--- src/sv/jpsi_pkg.sv ---
`timescale 1ns / 1ps

package jpsi_pkg;

  // field widths
  localparam int JIDX_W  = 5;
  localparam int Q_W     = 32;
  localparam int GAIN_W  = 31;
  localparam int STEPS_W = 11;
  localparam int RATE_W  = 16;
  localparam int CFG_W   = 16;
  localparam int CFG_IDX_W = 1;

  // joint count default, legal range 1..32
  localparam int JOINTS_DEF = 32;

  // register indexes
  localparam logic [CFG_IDX_W-1:0] REG_INTERP_STEPS = 1'd0;
  localparam logic [CFG_IDX_W-1:0] REG_CONTROL_RATE = 1'd1;

  localparam logic [STEPS_W-1:0] INTERP_STEPS_RST = 11'd1;
  localparam logic [RATE_W-1:0]  CONTROL_RATE_RST = 16'd200;

  // item modes
  localparam logic MODE_CONTROL = 1'b0;
  localparam logic MODE_CAPTURE = 1'b1;

  // divider: 33-bit magnitude over an 11-bit step count
  localparam int DIV_N_W   = 33;
  localparam int DIV_CNT_W = $clog2(DIV_N_W + 1);

  // shared multiplier: 33-bit signed by 16-bit unsigned
  localparam int MUL_A_W = 33;
  localparam int MUL_B_W = 16;
  localparam int PROD_W  = MUL_A_W + MUL_B_W + 1;

  typedef struct packed {
    logic busy;
    logic done;
  } div_stat_t;

  typedef enum logic [3:0] {
    ST_IDLE,
    ST_READ,
    ST_LOAD,
    ST_DIVST,
    ST_DIV,
    ST_CMD,
    ST_CMDQ,
    ST_MUL,
    ST_SUM,
    ST_CLAMP,
    ST_DONE
  } state_t;

endpackage

--- src/sv/jpsi_if.sv ---
`timescale 1ns / 1ps

interface jpsi_samp_if;
  logic                                valid;
  logic                                ready;
  logic                                mode;
  logic [jpsi_pkg::JIDX_W-1:0]         joint_index;
  logic signed [jpsi_pkg::Q_W-1:0]     measured_pos;
  logic signed [jpsi_pkg::Q_W-1:0]     target_pos;
  logic                                ref_is_new;
  logic                                torque_mode;
  logic signed [jpsi_pkg::Q_W-1:0]     ref_torque;
  logic [jpsi_pkg::GAIN_W-1:0]         p_gain;
  logic [jpsi_pkg::GAIN_W-1:0]         d_gain;
  logic [jpsi_pkg::GAIN_W-1:0]         torque_cap;
  logic                                tick_end;

  modport source (
    output valid, mode, joint_index, measured_pos, target_pos, ref_is_new,
           torque_mode, ref_torque, p_gain, d_gain, torque_cap, tick_end,
    input  ready
  );
  modport sink (
    input  valid, mode, joint_index, measured_pos, target_pos, ref_is_new,
           torque_mode, ref_torque, p_gain, d_gain, torque_cap, tick_end,
    output ready
  );
endinterface

interface jpsi_drive_if;
  logic                            valid;
  logic                            ready;
  logic [jpsi_pkg::JIDX_W-1:0]     out_joint;
  logic signed [jpsi_pkg::Q_W-1:0] drive_torque;
  logic                            was_clamped;

  modport source (output valid, out_joint, drive_torque, was_clamped, input ready);
  modport sink (input valid, out_joint, drive_torque, was_clamped, output ready);
endinterface

--- src/sv/jpsi_ram.sv ---
`timescale 1ns / 1ps

module jpsi_ram #(
  parameter int WIDTH = 32,
  parameter int DEPTH = 32,
  localparam int AW = (DEPTH > 1) ? $clog2(DEPTH) : 1
) (
  input  logic             clk,
  input  logic             we,
  input  logic [AW-1:0]    waddr,
  input  logic [WIDTH-1:0] wdata,
  input  logic [AW-1:0]    raddr,
  output logic [WIDTH-1:0] rdata
);

  logic [WIDTH-1:0] mem [DEPTH];

  always_ff @(posedge clk) begin
    if (we) begin
      mem[waddr] <= wdata;
    end
    rdata <= mem[raddr];
  end

endmodule

--- src/sv/jpsi_div.sv ---
`timescale 1ns / 1ps

// restoring divider, one quotient bit per cycle
module jpsi_div (
  input  logic                              clk,
  input  logic                              rst,
  input  logic                              start,
  input  logic [jpsi_pkg::DIV_N_W-1:0]      dividend,
  input  logic [jpsi_pkg::STEPS_W-1:0]      divisor,
  output logic [jpsi_pkg::DIV_N_W-1:0]      quo,
  output jpsi_pkg::div_stat_t               stat
);

  localparam int N = jpsi_pkg::DIV_N_W;
  localparam int D = jpsi_pkg::STEPS_W;
  localparam int CW = jpsi_pkg::DIV_CNT_W;

  logic          busy;
  logic [CW-1:0] cnt;
  logic [D-1:0]  rem;
  logic [N-1:0]  sh;
  logic [D:0]    trial;
  logic          qbit;
  logic [D:0]    trial_sub;

  assign trial     = {rem, sh[N-1]};
  assign qbit      = (trial >= {1'b0, divisor});
  assign trial_sub = trial - {1'b0, divisor};

  always_ff @(posedge clk) begin
    if (rst) begin
      busy <= 1'b0;
      cnt  <= '0;
    end else if (start) begin
      busy <= 1'b1;
      cnt  <= CW'(N);
    end else if (busy) begin
      cnt <= cnt - 1'b1;
      if (cnt == CW'(1)) begin
        busy <= 1'b0;
      end
    end
  end

  always_ff @(posedge clk) begin
    if (start) begin
      sh  <= dividend;
      rem <= '0;
    end else if (busy) begin
      sh  <= {sh[N-2:0], qbit};
      rem <= qbit ? trial_sub[D-1:0] : trial[D-1:0];
    end
  end

  assign quo       = sh;
  assign stat.busy = busy;
  assign stat.done = busy && (cnt == CW'(1));

  a_start_busy: assert property (@(posedge clk) disable iff (rst)
    start |=> busy && (cnt == CW'(N)))
    else $error("divider did not start");

  a_fall_done: assert property (@(posedge clk) disable iff (rst)
    $fell(busy) |-> $past(stat.done))
    else $error("divider stopped early");

endmodule

--- src/sv/jpsi_mul.sv ---
`timescale 1ns / 1ps

// shared signed-by-unsigned multiplier, product registered
module jpsi_mul (
  input  logic                                  clk,
  input  logic signed [jpsi_pkg::MUL_A_W-1:0]   a,
  input  logic [jpsi_pkg::MUL_B_W-1:0]          b,
  output logic signed [jpsi_pkg::PROD_W-1:0]    prod
);

  logic signed [jpsi_pkg::MUL_B_W:0] b_s;

  assign b_s = $signed({1'b0, b});

  always_ff @(posedge clk) begin
    prod <= a * b_s;
  end

endmodule

--- src/sv/joint_pd_servo_interp.sv ---
// Per-joint PD servo with reference interpolation and torque clamp.
// A control word passes read, load, divider start, the 33-step restoring
// divider (skipped with zero steps left), command, multiply, sum, clamp, done;
// a capture word goes to clamp and done. New words are taken only in idle.
// Reset (rst, sync, high) clears the sequencer and output valid, loads
// interp_steps=1, control_rate_hz=200, steps_left=1; joint history is unset.
`timescale 1ns / 1ps

module joint_pd_servo_interp #(
  parameter int JOINTS = jpsi_pkg::JOINTS_DEF
) (
  input  logic                               clk,
  input  logic                               rst,
  jpsi_samp_if.sink                          samp,
  jpsi_drive_if.source                       drive,
  input  logic                               cfg_we,
  input  logic [jpsi_pkg::CFG_IDX_W-1:0]     cfg_idx,
  input  logic [jpsi_pkg::CFG_W-1:0]         cfg_wdata
);

  localparam int AW   = (JOINTS > 1) ? $clog2(JOINTS) : 1;
  localparam int QW   = jpsi_pkg::Q_W;
  localparam int SW   = jpsi_pkg::STEPS_W;
  localparam int RW   = jpsi_pkg::RATE_W;
  localparam int GW   = jpsi_pkg::GAIN_W;
  localparam int JW   = jpsi_pkg::JIDX_W;
  localparam int PW   = jpsi_pkg::PROD_W;
  localparam int AC_W = 64;       // one gain product, exact
  localparam int TW   = 49;       // sum of two floored Q16.16 terms

  // saturate a multiplier product to the signed 32-bit range
  function automatic logic signed [QW-1:0] sat32(input logic signed [PW-1:0] v);
    logic signed [QW-1:0] r;
    if (v > $signed(PW'(32'sh7fffffff)))       r = 32'sh7fffffff;
    else if (v < $signed(-PW'(64'sh80000000))) r = 32'sh80000000;
    else                                        r = v[QW-1:0];
    return r;
  endfunction

  // --------------------------------------------------------------------
  // configuration
  // --------------------------------------------------------------------
  logic [SW-1:0] interp_steps;
  logic [RW-1:0] control_rate_hz;

  always_ff @(posedge clk) begin
    if (rst) begin
      interp_steps    <= jpsi_pkg::INTERP_STEPS_RST;
      control_rate_hz <= jpsi_pkg::CONTROL_RATE_RST;
    end else if (cfg_we) begin
      case (cfg_idx)
        jpsi_pkg::REG_INTERP_STEPS: interp_steps    <= cfg_wdata[SW-1:0];
        jpsi_pkg::REG_CONTROL_RATE: control_rate_hz <= cfg_wdata[RW-1:0];
        default: ;
      endcase
    end
  end

  // --------------------------------------------------------------------
  // sequencer
  // --------------------------------------------------------------------
  jpsi_pkg::state_t state, state_next;
  logic             accept;
  logic             div_start;
  logic             ram_we;
  logic             load_out;
  logic [2:0]       mul_k;           // multiplier op index, 0..6
  logic             out_valid;
  jpsi_pkg::div_stat_t div_st;

  // latched word
  logic                 mode_r;
  logic [JW-1:0]        j_r;
  logic signed [QW-1:0] q_r;
  logic signed [QW-1:0] r_r;
  logic                 tmode_r;
  logic signed [QW-1:0] rtau_r;
  logic [GW-1:0]        pg_r;
  logic [GW-1:0]        dg_r;
  logic [GW-1:0]        cap_r;
  logic                 tend_r;
  logic [SW-1:0]        steps_left;
  logic                 jvalid;

  assign accept = samp.valid && samp.ready;
  assign jvalid = (7'(j_r) < 7'(JOINTS));

  always_ff @(posedge clk) begin
    if (rst) begin
      state <= jpsi_pkg::ST_IDLE;
    end else begin
      state <= state_next;
    end
  end

  always_comb begin
    state_next = state;
    case (state)
      jpsi_pkg::ST_IDLE: begin
        if (samp.valid) begin
          state_next = (samp.mode == jpsi_pkg::MODE_CAPTURE) ?
                       jpsi_pkg::ST_CLAMP : jpsi_pkg::ST_READ;
        end
      end
      jpsi_pkg::ST_READ:  state_next = jpsi_pkg::ST_LOAD;
      jpsi_pkg::ST_LOAD:  state_next = jpsi_pkg::ST_DIVST;
      jpsi_pkg::ST_DIVST: begin
        state_next = (steps_left == '0) ? jpsi_pkg::ST_CMD : jpsi_pkg::ST_DIV;
      end
      jpsi_pkg::ST_DIV: begin
        if (div_st.done) begin
          state_next = jpsi_pkg::ST_CMD;
        end
      end
      jpsi_pkg::ST_CMD:  state_next = jpsi_pkg::ST_CMDQ;
      jpsi_pkg::ST_CMDQ: state_next = jpsi_pkg::ST_MUL;
      jpsi_pkg::ST_MUL: begin
        if (mul_k == 3'd6) begin
          state_next = jpsi_pkg::ST_SUM;
        end
      end
      jpsi_pkg::ST_SUM:   state_next = jpsi_pkg::ST_CLAMP;
      jpsi_pkg::ST_CLAMP: state_next = jpsi_pkg::ST_DONE;
      jpsi_pkg::ST_DONE: begin
        if (!out_valid || drive.ready) begin
          state_next = jpsi_pkg::ST_IDLE;
        end
      end
      default: state_next = jpsi_pkg::ST_IDLE;
    endcase
  end

  always_comb begin
    samp.ready = 1'b0;
    div_start  = 1'b0;
    ram_we     = 1'b0;
    load_out   = 1'b0;
    case (state)
      jpsi_pkg::ST_IDLE:  samp.ready = 1'b1;
      jpsi_pkg::ST_DIVST: div_start  = (steps_left != '0);
      jpsi_pkg::ST_CLAMP: ram_we     = jvalid;
      jpsi_pkg::ST_DONE:  load_out   = !out_valid || drive.ready;
      default: ;
    endcase
  end

  // steps_left: reload on a new reference at accept, count down at the
  // last joint of a tick, floor at zero
  always_ff @(posedge clk) begin
    if (rst) begin
      steps_left <= jpsi_pkg::INTERP_STEPS_RST;
    end else if (accept && samp.ref_is_new) begin
      steps_left <= interp_steps;
    end else if (state == jpsi_pkg::ST_CLAMP && tend_r && steps_left != '0) begin
      steps_left <= steps_left - 1'b1;
    end
  end

  always_ff @(posedge clk) begin
    if (rst) begin
      mul_k <= '0;
    end else if (state == jpsi_pkg::ST_MUL) begin
      mul_k <= mul_k + 1'b1;
    end else begin
      mul_k <= '0;
    end
  end

  always_ff @(posedge clk) begin
    if (accept) begin
      mode_r  <= samp.mode;
      j_r     <= samp.joint_index;
      q_r     <= samp.measured_pos;
      r_r     <= samp.target_pos;
      tmode_r <= samp.torque_mode;
      rtau_r  <= samp.ref_torque;
      pg_r    <= samp.p_gain;
      dg_r    <= samp.d_gain;
      cap_r   <= samp.torque_cap;
      tend_r  <= samp.tick_end;
    end
  end

  // --------------------------------------------------------------------
  // joint history: previous position and previous command
  // --------------------------------------------------------------------
  logic [QW-1:0] pp_rd;
  logic [QW-1:0] pc_rd;
  logic [QW-1:0] cmd_wd;
  logic signed [QW-1:0] cmd_r;

  assign cmd_wd = (mode_r == jpsi_pkg::MODE_CAPTURE) ? q_r : cmd_r;

  jpsi_ram #(.WIDTH(QW), .DEPTH(JOINTS)) u_pos_ram (
    .clk   (clk),
    .we    (ram_we),
    .waddr (AW'(j_r)),
    .wdata (q_r),
    .raddr (AW'(j_r)),
    .rdata (pp_rd)
  );

  jpsi_ram #(.WIDTH(QW), .DEPTH(JOINTS)) u_cmd_ram (
    .clk   (clk),
    .we    (ram_we),
    .waddr (AW'(j_r)),
    .wdata (cmd_wd),
    .raddr (AW'(j_r)),
    .rdata (pc_rd)
  );

  // --------------------------------------------------------------------
  // interpolation step: cmd = pc + (r - pc) / steps_left, toward zero
  // --------------------------------------------------------------------
  logic signed [QW-1:0] pc_r;
  logic signed [QW:0]   diff_r;     // r - pc
  logic signed [QW:0]   dq_r;       // q - pp
  logic                 neg_r;
  logic [QW:0]          div_mag;
  logic [QW:0]          quo;
  logic signed [QW:0]   delta_r;    // cmd - pc

  assign div_mag = diff_r[QW] ? (QW+1)'(0) - diff_r : diff_r;

  jpsi_div u_div (
    .clk      (clk),
    .rst      (rst),
    .start    (div_start),
    .dividend (div_mag),
    .divisor  (steps_left),
    .quo      (quo),
    .stat     (div_st)
  );

  // --------------------------------------------------------------------
  // shared multiplier, op k issued at mul_k == k, consumed at k + 1
  //   0: delta * rate        1: (q - pp) * rate
  //   2,3: e * p_gain lo/hi  4,5: ev * d_gain lo/hi
  // --------------------------------------------------------------------
  logic signed [QW:0]   e_r;        // cmd - q
  logic signed [QW:0]   ev_r;       // vcmd - vmeas
  logic signed [QW-1:0] vcmd_r;
  logic signed [QW-1:0] vmeas_r;
  logic signed [QW:0]   mul_a;
  logic [RW-1:0]        mul_b;
  logic signed [PW-1:0] prod;
  logic signed [AC_W-1:0] prod_ext;
  logic signed [AC_W-1:0] prod_hi;
  logic signed [AC_W-1:0] acc;
  logic signed [TW-1:0]   tsum;
  logic signed [TW-1:0]   acc_fl;

  always_comb begin
    mul_a = '0;
    mul_b = '0;
    case (mul_k)
      3'd0: begin mul_a = delta_r; mul_b = control_rate_hz; end
      3'd1: begin mul_a = dq_r;    mul_b = control_rate_hz; end
      3'd2: begin mul_a = e_r;     mul_b = pg_r[RW-1:0]; end
      3'd3: begin mul_a = e_r;     mul_b = RW'(pg_r[GW-1:RW]); end
      3'd4: begin mul_a = ev_r;    mul_b = dg_r[RW-1:0]; end
      3'd5: begin mul_a = ev_r;    mul_b = RW'(dg_r[GW-1:RW]); end
      default: ;
    endcase
  end

  jpsi_mul u_mul (
    .clk  (clk),
    .a    (mul_a),
    .b    (mul_b),
    .prod (prod)
  );

  assign prod_ext = AC_W'(prod);
  assign prod_hi  = {prod_ext[AC_W-17:0], 16'd0};
  // floor(acc / 2^16)
  assign acc_fl   = {acc[AC_W-1], acc[AC_W-1:16]};

  // --------------------------------------------------------------------
  // clamp
  // --------------------------------------------------------------------
  logic signed [TW-1:0] tau;
  logic signed [TW-1:0] cap_p;
  logic signed [TW-1:0] cap_n;
  logic signed [QW-1:0] res_torque;
  logic                 res_clamped;

  assign tau   = tmode_r ? TW'(rtau_r) : tsum;
  assign cap_p = $signed({18'd0, cap_r});
  assign cap_n = -cap_p;

  always_comb begin
    res_torque  = tau[QW-1:0];
    res_clamped = 1'b0;
    if (mode_r == jpsi_pkg::MODE_CAPTURE) begin
      res_torque = '0;
    end else if (tau > cap_p) begin
      res_torque  = cap_p[QW-1:0];
      res_clamped = 1'b1;
    end else if (tau < cap_n) begin
      res_torque  = cap_n[QW-1:0];
      res_clamped = 1'b1;
    end
  end

  logic signed [QW-1:0] res_torque_r;
  logic                 res_clamped_r;

  // datapath registers
  always_ff @(posedge clk) begin
    case (state)
      jpsi_pkg::ST_LOAD: begin
        pc_r   <= jvalid ? $signed(pc_rd) : '0;
        diff_r <= (QW+1)'(r_r) - (QW+1)'(jvalid ? $signed(pc_rd) : QW'(0));
        dq_r   <= (QW+1)'(q_r) - (QW+1)'(jvalid ? $signed(pp_rd) : QW'(0));
        neg_r  <= 1'b0;
      end
      jpsi_pkg::ST_DIVST: neg_r <= diff_r[QW];
      jpsi_pkg::ST_CMD: begin
        if (steps_left == '0) begin
          delta_r <= '0;
        end else begin
          delta_r <= neg_r ? (QW+1)'(0) - $signed(quo) : $signed(quo);
        end
      end
      jpsi_pkg::ST_CMDQ: cmd_r <= pc_r + delta_r[QW-1:0];
      jpsi_pkg::ST_MUL: begin
        case (mul_k)
          3'd0: e_r     <= (QW+1)'(cmd_r) - (QW+1)'(q_r);
          3'd1: vcmd_r  <= sat32(prod);
          3'd2: vmeas_r <= sat32(prod);
          3'd3: begin
            acc  <= prod_ext;
            ev_r <= (QW+1)'(vcmd_r) - (QW+1)'(vmeas_r);
          end
          3'd4: acc <= acc + prod_hi;
          3'd5: begin
            tsum <= acc_fl;
            acc  <= prod_ext;
          end
          3'd6: acc <= acc + prod_hi;
          default: ;
        endcase
      end
      jpsi_pkg::ST_SUM: tsum <= tsum + acc_fl;
      jpsi_pkg::ST_CLAMP: begin
        res_torque_r  <= res_torque;
        res_clamped_r <= res_clamped;
      end
      default: ;
    endcase
  end

  // --------------------------------------------------------------------
  // result register: frees the sequencer while the word waits
  // --------------------------------------------------------------------
  always_ff @(posedge clk) begin
    if (rst) begin
      out_valid <= 1'b0;
    end else if (load_out) begin
      out_valid <= 1'b1;
    end else if (drive.ready) begin
      out_valid <= 1'b0;
    end
  end

  always_ff @(posedge clk) begin
    if (load_out) begin
      drive.out_joint    <= j_r;
      drive.drive_torque <= res_torque_r;
      drive.was_clamped  <= res_clamped_r;
    end
  end

  assign drive.valid = out_valid;

  // --------------------------------------------------------------------
  // checks
  // --------------------------------------------------------------------
  a_reload: assert property (@(posedge clk) disable iff (rst)
    accept && samp.ref_is_new |=> steps_left == $past(interp_steps))
    else $error("steps_left not reloaded");

  a_steps_down: assert property (@(posedge clk) disable iff (rst)
    !(accept && samp.ref_is_new) |=> steps_left <= $past(steps_left))
    else $error("steps_left grew without reload");

  a_div_busy: assert property (@(posedge clk) disable iff (rst)
    state == jpsi_pkg::ST_DIV |-> div_st.busy)
    else $error("waiting on idle divider");

  a_one_word: assert property (@(posedge clk) disable iff (rst)
    load_out |-> !out_valid || drive.ready)
    else $error("result overwritten");

endmodule

--- src/flat_wrapper.sv ---
// flat-port wrapper written by rule: the top's interface ports become plain ports
module joint_pd_servo_interp_flat 
#(
  parameter int JOINTS = jpsi_pkg::JOINTS_DEF
)
  (clk, rst, cfg_we, cfg_idx, cfg_wdata, samp_valid, samp_mode, samp_joint_index, samp_measured_pos, samp_target_pos, samp_ref_is_new, samp_torque_mode, samp_ref_torque, samp_p_gain, samp_d_gain, samp_torque_cap, samp_tick_end, samp_ready, drive_valid, drive_out_joint, drive_drive_torque, drive_was_clamped, drive_ready);
  jpsi_samp_if samp_i ();
  jpsi_drive_if drive_i ();
  input  logic clk;
  input  logic rst;
  input  logic cfg_we;
  input  logic [jpsi_pkg::CFG_IDX_W-1:0] cfg_idx;
  input  logic [jpsi_pkg::CFG_W-1:0] cfg_wdata;
  input wire logic [$bits(samp_i.valid)-1:0] samp_valid;
  input wire logic [$bits(samp_i.mode)-1:0] samp_mode;
  input wire logic [$bits(samp_i.joint_index)-1:0] samp_joint_index;
  input wire logic [$bits(samp_i.measured_pos)-1:0] samp_measured_pos;
  input wire logic [$bits(samp_i.target_pos)-1:0] samp_target_pos;
  input wire logic [$bits(samp_i.ref_is_new)-1:0] samp_ref_is_new;
  input wire logic [$bits(samp_i.torque_mode)-1:0] samp_torque_mode;
  input wire logic [$bits(samp_i.ref_torque)-1:0] samp_ref_torque;
  input wire logic [$bits(samp_i.p_gain)-1:0] samp_p_gain;
  input wire logic [$bits(samp_i.d_gain)-1:0] samp_d_gain;
  input wire logic [$bits(samp_i.torque_cap)-1:0] samp_torque_cap;
  input wire logic [$bits(samp_i.tick_end)-1:0] samp_tick_end;
  output wire logic [$bits(samp_i.ready)-1:0] samp_ready;
  output wire logic [$bits(drive_i.valid)-1:0] drive_valid;
  output wire logic [$bits(drive_i.out_joint)-1:0] drive_out_joint;
  output wire logic [$bits(drive_i.drive_torque)-1:0] drive_drive_torque;
  output wire logic [$bits(drive_i.was_clamped)-1:0] drive_was_clamped;
  input wire logic [$bits(drive_i.ready)-1:0] drive_ready;
  assign samp_i.valid = samp_valid;
  assign samp_i.mode = samp_mode;
  assign samp_i.joint_index = samp_joint_index;
  assign samp_i.measured_pos = samp_measured_pos;
  assign samp_i.target_pos = samp_target_pos;
  assign samp_i.ref_is_new = samp_ref_is_new;
  assign samp_i.torque_mode = samp_torque_mode;
  assign samp_i.ref_torque = samp_ref_torque;
  assign samp_i.p_gain = samp_p_gain;
  assign samp_i.d_gain = samp_d_gain;
  assign samp_i.torque_cap = samp_torque_cap;
  assign samp_i.tick_end = samp_tick_end;
  assign samp_ready = samp_i.ready;
  assign drive_valid = drive_i.valid;
  assign drive_out_joint = drive_i.out_joint;
  assign drive_drive_torque = drive_i.drive_torque;
  assign drive_was_clamped = drive_i.was_clamped;
  assign drive_i.ready = drive_ready;
  joint_pd_servo_interp #(.JOINTS(JOINTS)) u_core (.clk(clk), .rst(rst), .samp(samp_i), .drive(drive_i), .cfg_we(cfg_we), .cfg_idx(cfg_idx), .cfg_wdata(cfg_wdata));
endmodule
--- config.mk ---
export PLATFORM = sky130hd
export DESIGN_NAME = joint_pd_servo_interp_flat
export DESIGN_NICKNAME = d
export VERILOG_FILES = /design/src/sv/jpsi_pkg.sv /design/src/sv/jpsi_if.sv /design/src/sv/jpsi_ram.sv /design/src/sv/jpsi_div.sv /design/src/sv/jpsi_mul.sv /design/src/sv/joint_pd_servo_interp.sv /design/src/flat_wrapper.sv
export SDC_FILE = /design/constraint.sdc
export NUM_CORES = 2
export LEC_CHECK = 0
export ABC_CLOCK_PERIOD_IN_PS = 47100
export BUFFER_PORTS_ARGS = -buffer_cell sky130_fd_sc_hd__buf_4
export CAP_MARGIN = 0
export CORE_MARGIN = 1.5
export CORE_UTILIZATION = 45
export DETAILED_ROUTE_END_ITERATION = 7
export GPL_ROUTABILITY_DRIVEN = 0
export SYNTH_ARGS = -nofsm -noshare
export SYNTH_HDL_FRONTEND = slang
export SYNTH_SLANG_ARGS = --single-unit
--- constraint.sdc ---
create_clock -name clk -period 47.1 [get_ports clk]
set_input_delay 9.42 -clock clk [delete_from_list [all_inputs] [get_ports clk]]
set_output_delay 9.42 -clock clk [all_outputs]
set_load 0.05 [all_outputs]
* After elaboration in Yosys (flattened, before gate mapping)
Memories as Yosys holds them, arrays and structs flattened. A register that Yosys moved wholly into a read port is not among the register bits.
Cells that the tools add are included.
** Storage, ports and cells
- Register bits :: 822
- RAM bits :: 2048
- Input port bits :: 220
- Output and inout bits :: 40
- Logic and storage cells :: 161
- Memories kept :: 2
** Memory list
- u_core.u_cmd_ram.mem :: depth 32, width 32, rd ports 1, clocked after Yosys merged registers in 1, wr ports 1, line jpsi_ram.sv:16 : logic [WIDTH-1:0] mem [DEPTH];
- u_core.u_pos_ram.mem :: depth 32, width 32, rd ports 1, clocked after Yosys merged registers in 1, wr ports 1, line jpsi_ram.sv:16
** Cells by class
- $add $sub $neg :: 14
- Multipliers :: 1
- Magnitude comparators :: 5
- Equal/unequal tests :: 22
- Multiplexer cells :: 41
- Bitwise logic cells :: 2
- Reduce and logical (&&, ||, !) cells :: 34
** Operator list (number)
- 2-to-1 mux 33 bit :: 4
- one-hot mux 33 bit (4 select lines) :: 1
- subtractor 32 x 32 -> 33 bit :: 4
- 2-to-1 mux 32 bit :: 4
- one-hot mux 64 bit (2 select lines) :: 1
- 2-to-1 mux 49 bit :: 2
- one-hot mux 49 bit (2 select lines) :: 1
- one-hot mux 16 bit (5 select lines) :: 1
- subtractor 1 x 33 -> 33 bit, first input constant :: 2
- adder 64 bit :: 1
- > comparator 50 x 32 -> 1 bit, second input constant :: 1
- less-than comparator 50 x 32 -> 1 bit, second input constant :: 1
- multiplier 33 x 17 -> 50 bit :: 1
- adder 49 x 48 -> 49 bit :: 1
- > comparator 49 x 32 -> 1 bit :: 1
- less-than comparator 49 bit :: 1
- negator 31 -> 49 bit :: 1
- one-hot mux 4 bit (11 select lines) :: 1
- 2-to-1 mux 11 bit :: 3
- adder 32 bit :: 1
- 2-to-1 mux 31 bit :: 1
- 2-to-1 mux 4 bit :: 5
- == test 4 x 3 -> 1 bit, second input constant :: 4
- AND reduction 2 bit :: 8
- 28 further kinds :: 68

* Longest topological paths before layout
- Depth after elaboration :: 5
- Gate-level depth with buffers :: 34
- Gate-level depth less buffers :: 30

* Modules after synthesis
A second synthesis with hierarchy kept.
** Second synthesis, totals
- Cell total of the unflattened synthesis :: 11067
- Area total of the unflattened synthesis :: 146284.0 sq um
** Modules (own cells, without submodules)
- joint_pd_servo_interp :: instances 1, cells each 4153, area an instance 43100.1 sq um, sequential area each 20709.9 sq um
- jpsi_ram at u_core.u_cmd_ram :: instances 1, cells each 2260, area an instance 40492.6 sq um, sequential area each 31390.1 sq um
- jpsi_ram at u_core.u_pos_ram :: instances 1, cells each 2260, area an instance 40485.1 sq um, sequential area each 31390.1 sq um
- jpsi_mul :: instances 1, cells each 2153, area an instance 19427.4 sq um, sequential area each 1001.0 sq um
- jpsi_div :: instances 1, cells each 241, area an instance 2778.9 sq um, sequential area each 1351.3 sq um

* Least setup slack after synthesis
Ideal clock, no wire load.
- Path kind :: in2reg
- From :: input samp_valid
- To :: register u_core.steps_left[4]
- Setup time :: 0.146 ns
- Arrival :: 29.838 ns
- Path slack :: 17.116 ns
- Stages on the path :: 5
- Buffers on the path :: 0
- Path through :: inv_1 > nor4_1 > nand2_1 > o311ai_0 > a21oi_1
** On the way
- Word-level cells in the longest chain between the ends :: 3
** RTL lines
- start, declared :: line flat_wrapper.sv:14 : input wire logic [$bits(samp_i.valid)-1:0] samp_valid;
- logical AND 1 bit (*) :: line joint_pd_servo_interp.sv:85 : assign accept = samp.valid && samp.ready;
- via u_core.accept :: line joint_pd_servo_interp.sv:63 : logic accept;
- logical AND 1 bit (*) :: line joint_pd_servo_interp.sv:152 : end else if (accept && samp.ref_is_new) begin
- 2-to-1 mux 11 bit or nonzero test 2 bit (tied branches)
- end signal, assigned :: line joint_pd_servo_interp.sv:151 : steps_left <= jpsi_pkg::INTERP_STEPS_RST;
- end signal, assigned :: line joint_pd_servo_interp.sv:153 : steps_left <= interp_steps;
- end signal, assigned :: line joint_pd_servo_interp.sv:155 : steps_left <= steps_left - 1'b1;
- end, declared :: line joint_pd_servo_interp.sv:82 : logic [SW-1:0] steps_left;
The timed path passes the listed nets; every way through them passes the cells marked *.
A chain may end at the register's enable or synchronous reset.

* Final worst setup path
- From :: register u_core.state[1]
- To :: output samp_ready
** On the way
- Word-level cells in the longest chain between the ends :: 2
** RTL lines
- start, declared :: line joint_pd_servo_interp.sv:62 : jpsi_pkg::state_t state, state_next;
- start signal, assigned :: line joint_pd_servo_interp.sv:90 : state <= jpsi_pkg::ST_IDLE;
- start signal, assigned :: line joint_pd_servo_interp.sv:92 : state <= state_next;
- logical NOT 4 bit :: line joint_pd_servo_interp.sv:138 : case (state)
- 2-to-1 mux 1 bit :: line joint_pd_servo_interp.sv:138
- end, declared :: line flat_wrapper.sv:26 : output wire logic [$bits(samp_i.ready)-1:0] samp_ready;
No other way between the ends.

==> out/metrics.json <==
{
  "timing": {
    "worst_setup_skew_after_layout_ns": 0.09104,
    "final_hold_viol_count": 0,
    "final.setup.tns_ns": 0,
    "max_clock_freq_mhz": 85.37,
    "fin_crit_sh_pct": 24.87,
    "setup-violations-final": 0,
    "unrepaired_setup_endpoints_after_global_routing": "no",
    "final-max-slew-violation-count": 0,
    "timing_worst_slew_pin_value_ns": 1.356,
    "min_period_ns": 11.71,
    "maxSlewHeadroom_pct": 9.611
  },
  "worst_setup_path": {
    "endpoint_kind": "output pin",
    "timing.critical_path.from_type": "flip-flop",
    "cp_num_buf_inv": 2,
    "critical_path.top_delay_family": "simple AND/OR/NAND/NOR gates",
    "critical-path-slowest-cell": "sky130_fd_sc_hd__dfxtp_1",
    "crit_path_max_fanout": 8,
    "critical_path.max_stage_delay_ns": 0.40,
    "crit_path_cell_trace": "nor2_1 -> inv_1 -> nor3_1 -> buf_4",
    "worstPathArrival_ns": 2.29,
    "cp.required_ns": 37.68,
    "criticalPathCategory": "reg2out"
  },
  "clocking": {
    "cts-root-buf": "sky130_fd_sc_hd__clkbuf_16",
    "htreeDepth": 5,
    "postcts_resize_cnt": 0,
    "post_cts_hold_buffer_count": 0,
    "cts_buffers": 315,
    "clock-sinks": 2918,
    "max-clock-path-buffers": 4,
    "tritoncts": "done",
    "clkSlewWorstSetupHoldPaths_ns": 0.06,
    "cts_setup_buffers": 0,
    "clk-insertion-delay-late_ns": 0.95
  },
  "pwr": {
    "irDropWorstVdd_uv": 34.88,
    "powerDensity_nw_per_um2": 48.80,
    "finalPower_mw": 7.855,
    "p_leak_nw": 58.49
  },
  "global_routing": {
    "vias_in_the_first_global_route": 87770,
    "grt_max_degree": 145,
    "grt.overflow.total": 0,
    "global_route.usage.total_pct": 25.37,
    "global_route_wire_length_before_repair_um": 596400,
    "antenna_found_initial": 13
  },
  "floorplanning": {
    "die_height_um": 566.2,
    "ios": 260,
    "fp.coreArea_um2": 315200,
    "dieWidth_um": 566.2,
    "die_area_um2": 320500,
    "rows": 206,
    "start_util_pct": 45.27
  },
  "final_layout": {
    "nets": 11389,
    "post_route_cells_drive_above_1_share_pct": 15.66,
    "flow.area_growth_from_synthesis_pct": 12.79
  },
  "synthesis": {
    "yosysTopAreaCell": "sky130_fd_sc_hd__edfxtp_1",
    "count_of_flip_flops_with_a_built_in_enable_after_synthesis": 2740,
    "netlist_area_um2": 142700,
    "yosys_register_bits": 2918,
    "synth.yosys.seq_area_share_pct": 60.15,
    "syn-instance-count": 9811,
    "ys_dominant_reg_cell": "sky130_fd_sc_hd__edfxtp_1",
    "synthMostInstantiatedCell": "sky130_fd_sc_hd__edfxtp_1",
    "synth-async-reset-ratio_pct": 0,
    "synth.avg_cell_area_um2": 14.55,
    "synth.area.top_cells": "sky130_fd_sc_hd__edfxtp_1 58%, sky130_fd_sc_hd__mux4_2 8.1%, sky130_fd_sc_hd__fa_1 7.2%, sky130_fd_sc_hd__ha_1 4.2%, sky130_fd_sc_hd__dfxtp_1 2.5%",
    "synth_nets": 11016,
    "yosysWarningCount": 0,
    "synth_commonest_cells": "2740 x sky130_fd_sc_hd__edfxtp_1, 918 x sky130_fd_sc_hd__inv_1, 747 x sky130_fd_sc_hd__nand2_1, 571 x sky130_fd_sc_hd__nor2_1, 512 x sky130_fd_sc_hd__mux4_2",
    "yosysUniqueCellTypes": 86,
    "proportion_of_netlist_area_held_by_the_largest_area_contributor_pct": 57.65
  },
  "detailed_routing": {
    "detail_route.drc_violations": 0,
    "drt_first_pass_iters": 6,
    "first_iter_violations": 10012,
    "via_count": 87012,
    "via_per_inst": 5.956,
    "postRouteAntennaNets": 0,
    "finalWirelength_um": 413200,
    "wire_per_inst_um": 28.28
  },
  "placement": {
    "dp_hpwl_um": 265300,
    "buffer_ports.inserted": 259
  },
  "min_path": {
    "hp-class": "reg2reg"
  },
  "flow_run": {
    "max-cap-violations": 0
  },
  "status": {
    "run_status": "finished clean"
  }
}
[routing by layer]
metal	vias up	track usage [%]	part of all wire [%]
met2	3603	42.30	49
li1	37488	-	-
met3	684	3.617	7.3
met4	4	9.483	4.0
met1	45233	33.80	40
met5	-	0	0.0061
[worst register-to-register path: cells and delay by family (launching register included)]
family | cells | cell delay [ns]
AOI/OAI and AO/OA | 6 | 3.20
xor gates and xnor gates | 1 | 0.17
adders and majority gates | 8 | 3.64
buffers and inverters | 7 | 1.17
DFF | 1 | 0.31
and+or+nand+nor | 6 | 1.45
[cell usage in the layout, fill, tap and decap left out, types with 319 or more instances in the layout]
master	instances
sky130_fd_sc_hd__edfxtp_1	2740
sky130_fd_sc_hd__inv_1	918
sky130_fd_sc_hd__o21ai_0	326
sky130_fd_sc_hd__nand2_1	745
sky130_fd_sc_hd__clkbuf_16	319
sky130_fd_sc_hd__ha_1	474
sky130_fd_sc_hd__fa_1	511
sky130_fd_sc_hd__mux4_2	512
sky130_fd_sc_hd__nor2_1	535
sky130_fd_sc_hd__buf_4	458
sky130_fd_sc_hd__a21oi_1	341
[metrics by stage]
| step | worst slack, ns | util, % | instance area, um2 | hold WS [ns] | std cells |
|---|---|---|---|---|---|
| after CTS | 35.25 | 51.06 | 161000 | 0.4172 | 14604 |
| final | 35.39 | 51.06 | 161000 | 0.4211 | 14609 |
| after detailed placement | 34.61 | 47.70 | 150400 | 0.4079 | 14027 |
| after global placement | 34.68 | 47.70 | 150400 | 0.4198 | 14027 |
| after floorplan | 17.12 | - | 142700 | 0.4003 | 9811 |
| after global routing | 35.23 | 51.06 | 161000 | 0.4258 | 14606 |
[registers in the layout, indices dropped and copies added (netlist names), 33 cells and up]
register / flops
u_core.u_div.quo: 33
u_core.tsum: 49
u_core.dq_r: 33
u_core.u_cmd_ram.mem: 1024
u_core.acc: 48
u_core.e_r: 33
u_core.delta_r: 33
u_core.u_mul.prod: 50
u_core.diff_r: 33
u_core.u_pos_ram.mem: 1024
u_core.ev_r: 33
[cells by family after synthesis]
kind of cell,Yosys count,share of synthesized area [%]
and+or+nand+nor,1959,6.296
adders and majority gates,985,11.32
DFF,2918,60.15
buffers and inverters,1324,3.484
xor gates and xnor gates,357,2.191
muxes,613,8.844
AOI/OAI and AO/OA,1655,7.711
[report_power, final]
group | leakage (nW) | switching [mW] | internal (mW)
Combinational | 27.2 | 1.30 | 0.786
Sequential | 26.2 | 0.142 | 3.09
Clock | 5.11 | 1.07 | 1.46
[area by class of cell]
cell class / instances / area, um2
fill: 26153 / 154300
sequential: 2918 / 85840
multi-input combinational: 5569 / 52360
clock buffer: 406 / 8463
tap: 4160 / 5205
timing repair buffer: 462 / 3518
inverter: 918 / 3446
clock inverter: 171 / 2118
antenna: 5 / 12.51
[path summary, 6_finish.rpt]
check / from / to / slack (ns) / cells past startpoint
worst max-delay path: u_core.state[1] / samp_ready / 35.39 / 4
worst min-delay path: u_core.res_torque_r[22] / u_core.drive.drive_torque[22] / 0.42 / 0
worst max register to register: u_core.mul_k[2] / u_core.u_mul.prod[47] / 37.02 / 28
worst min register to register: u_core.res_torque_r[22] / u_core.drive.drive_torque[22] / 0.42 / 0
Power figures use the tool's default switching activity.
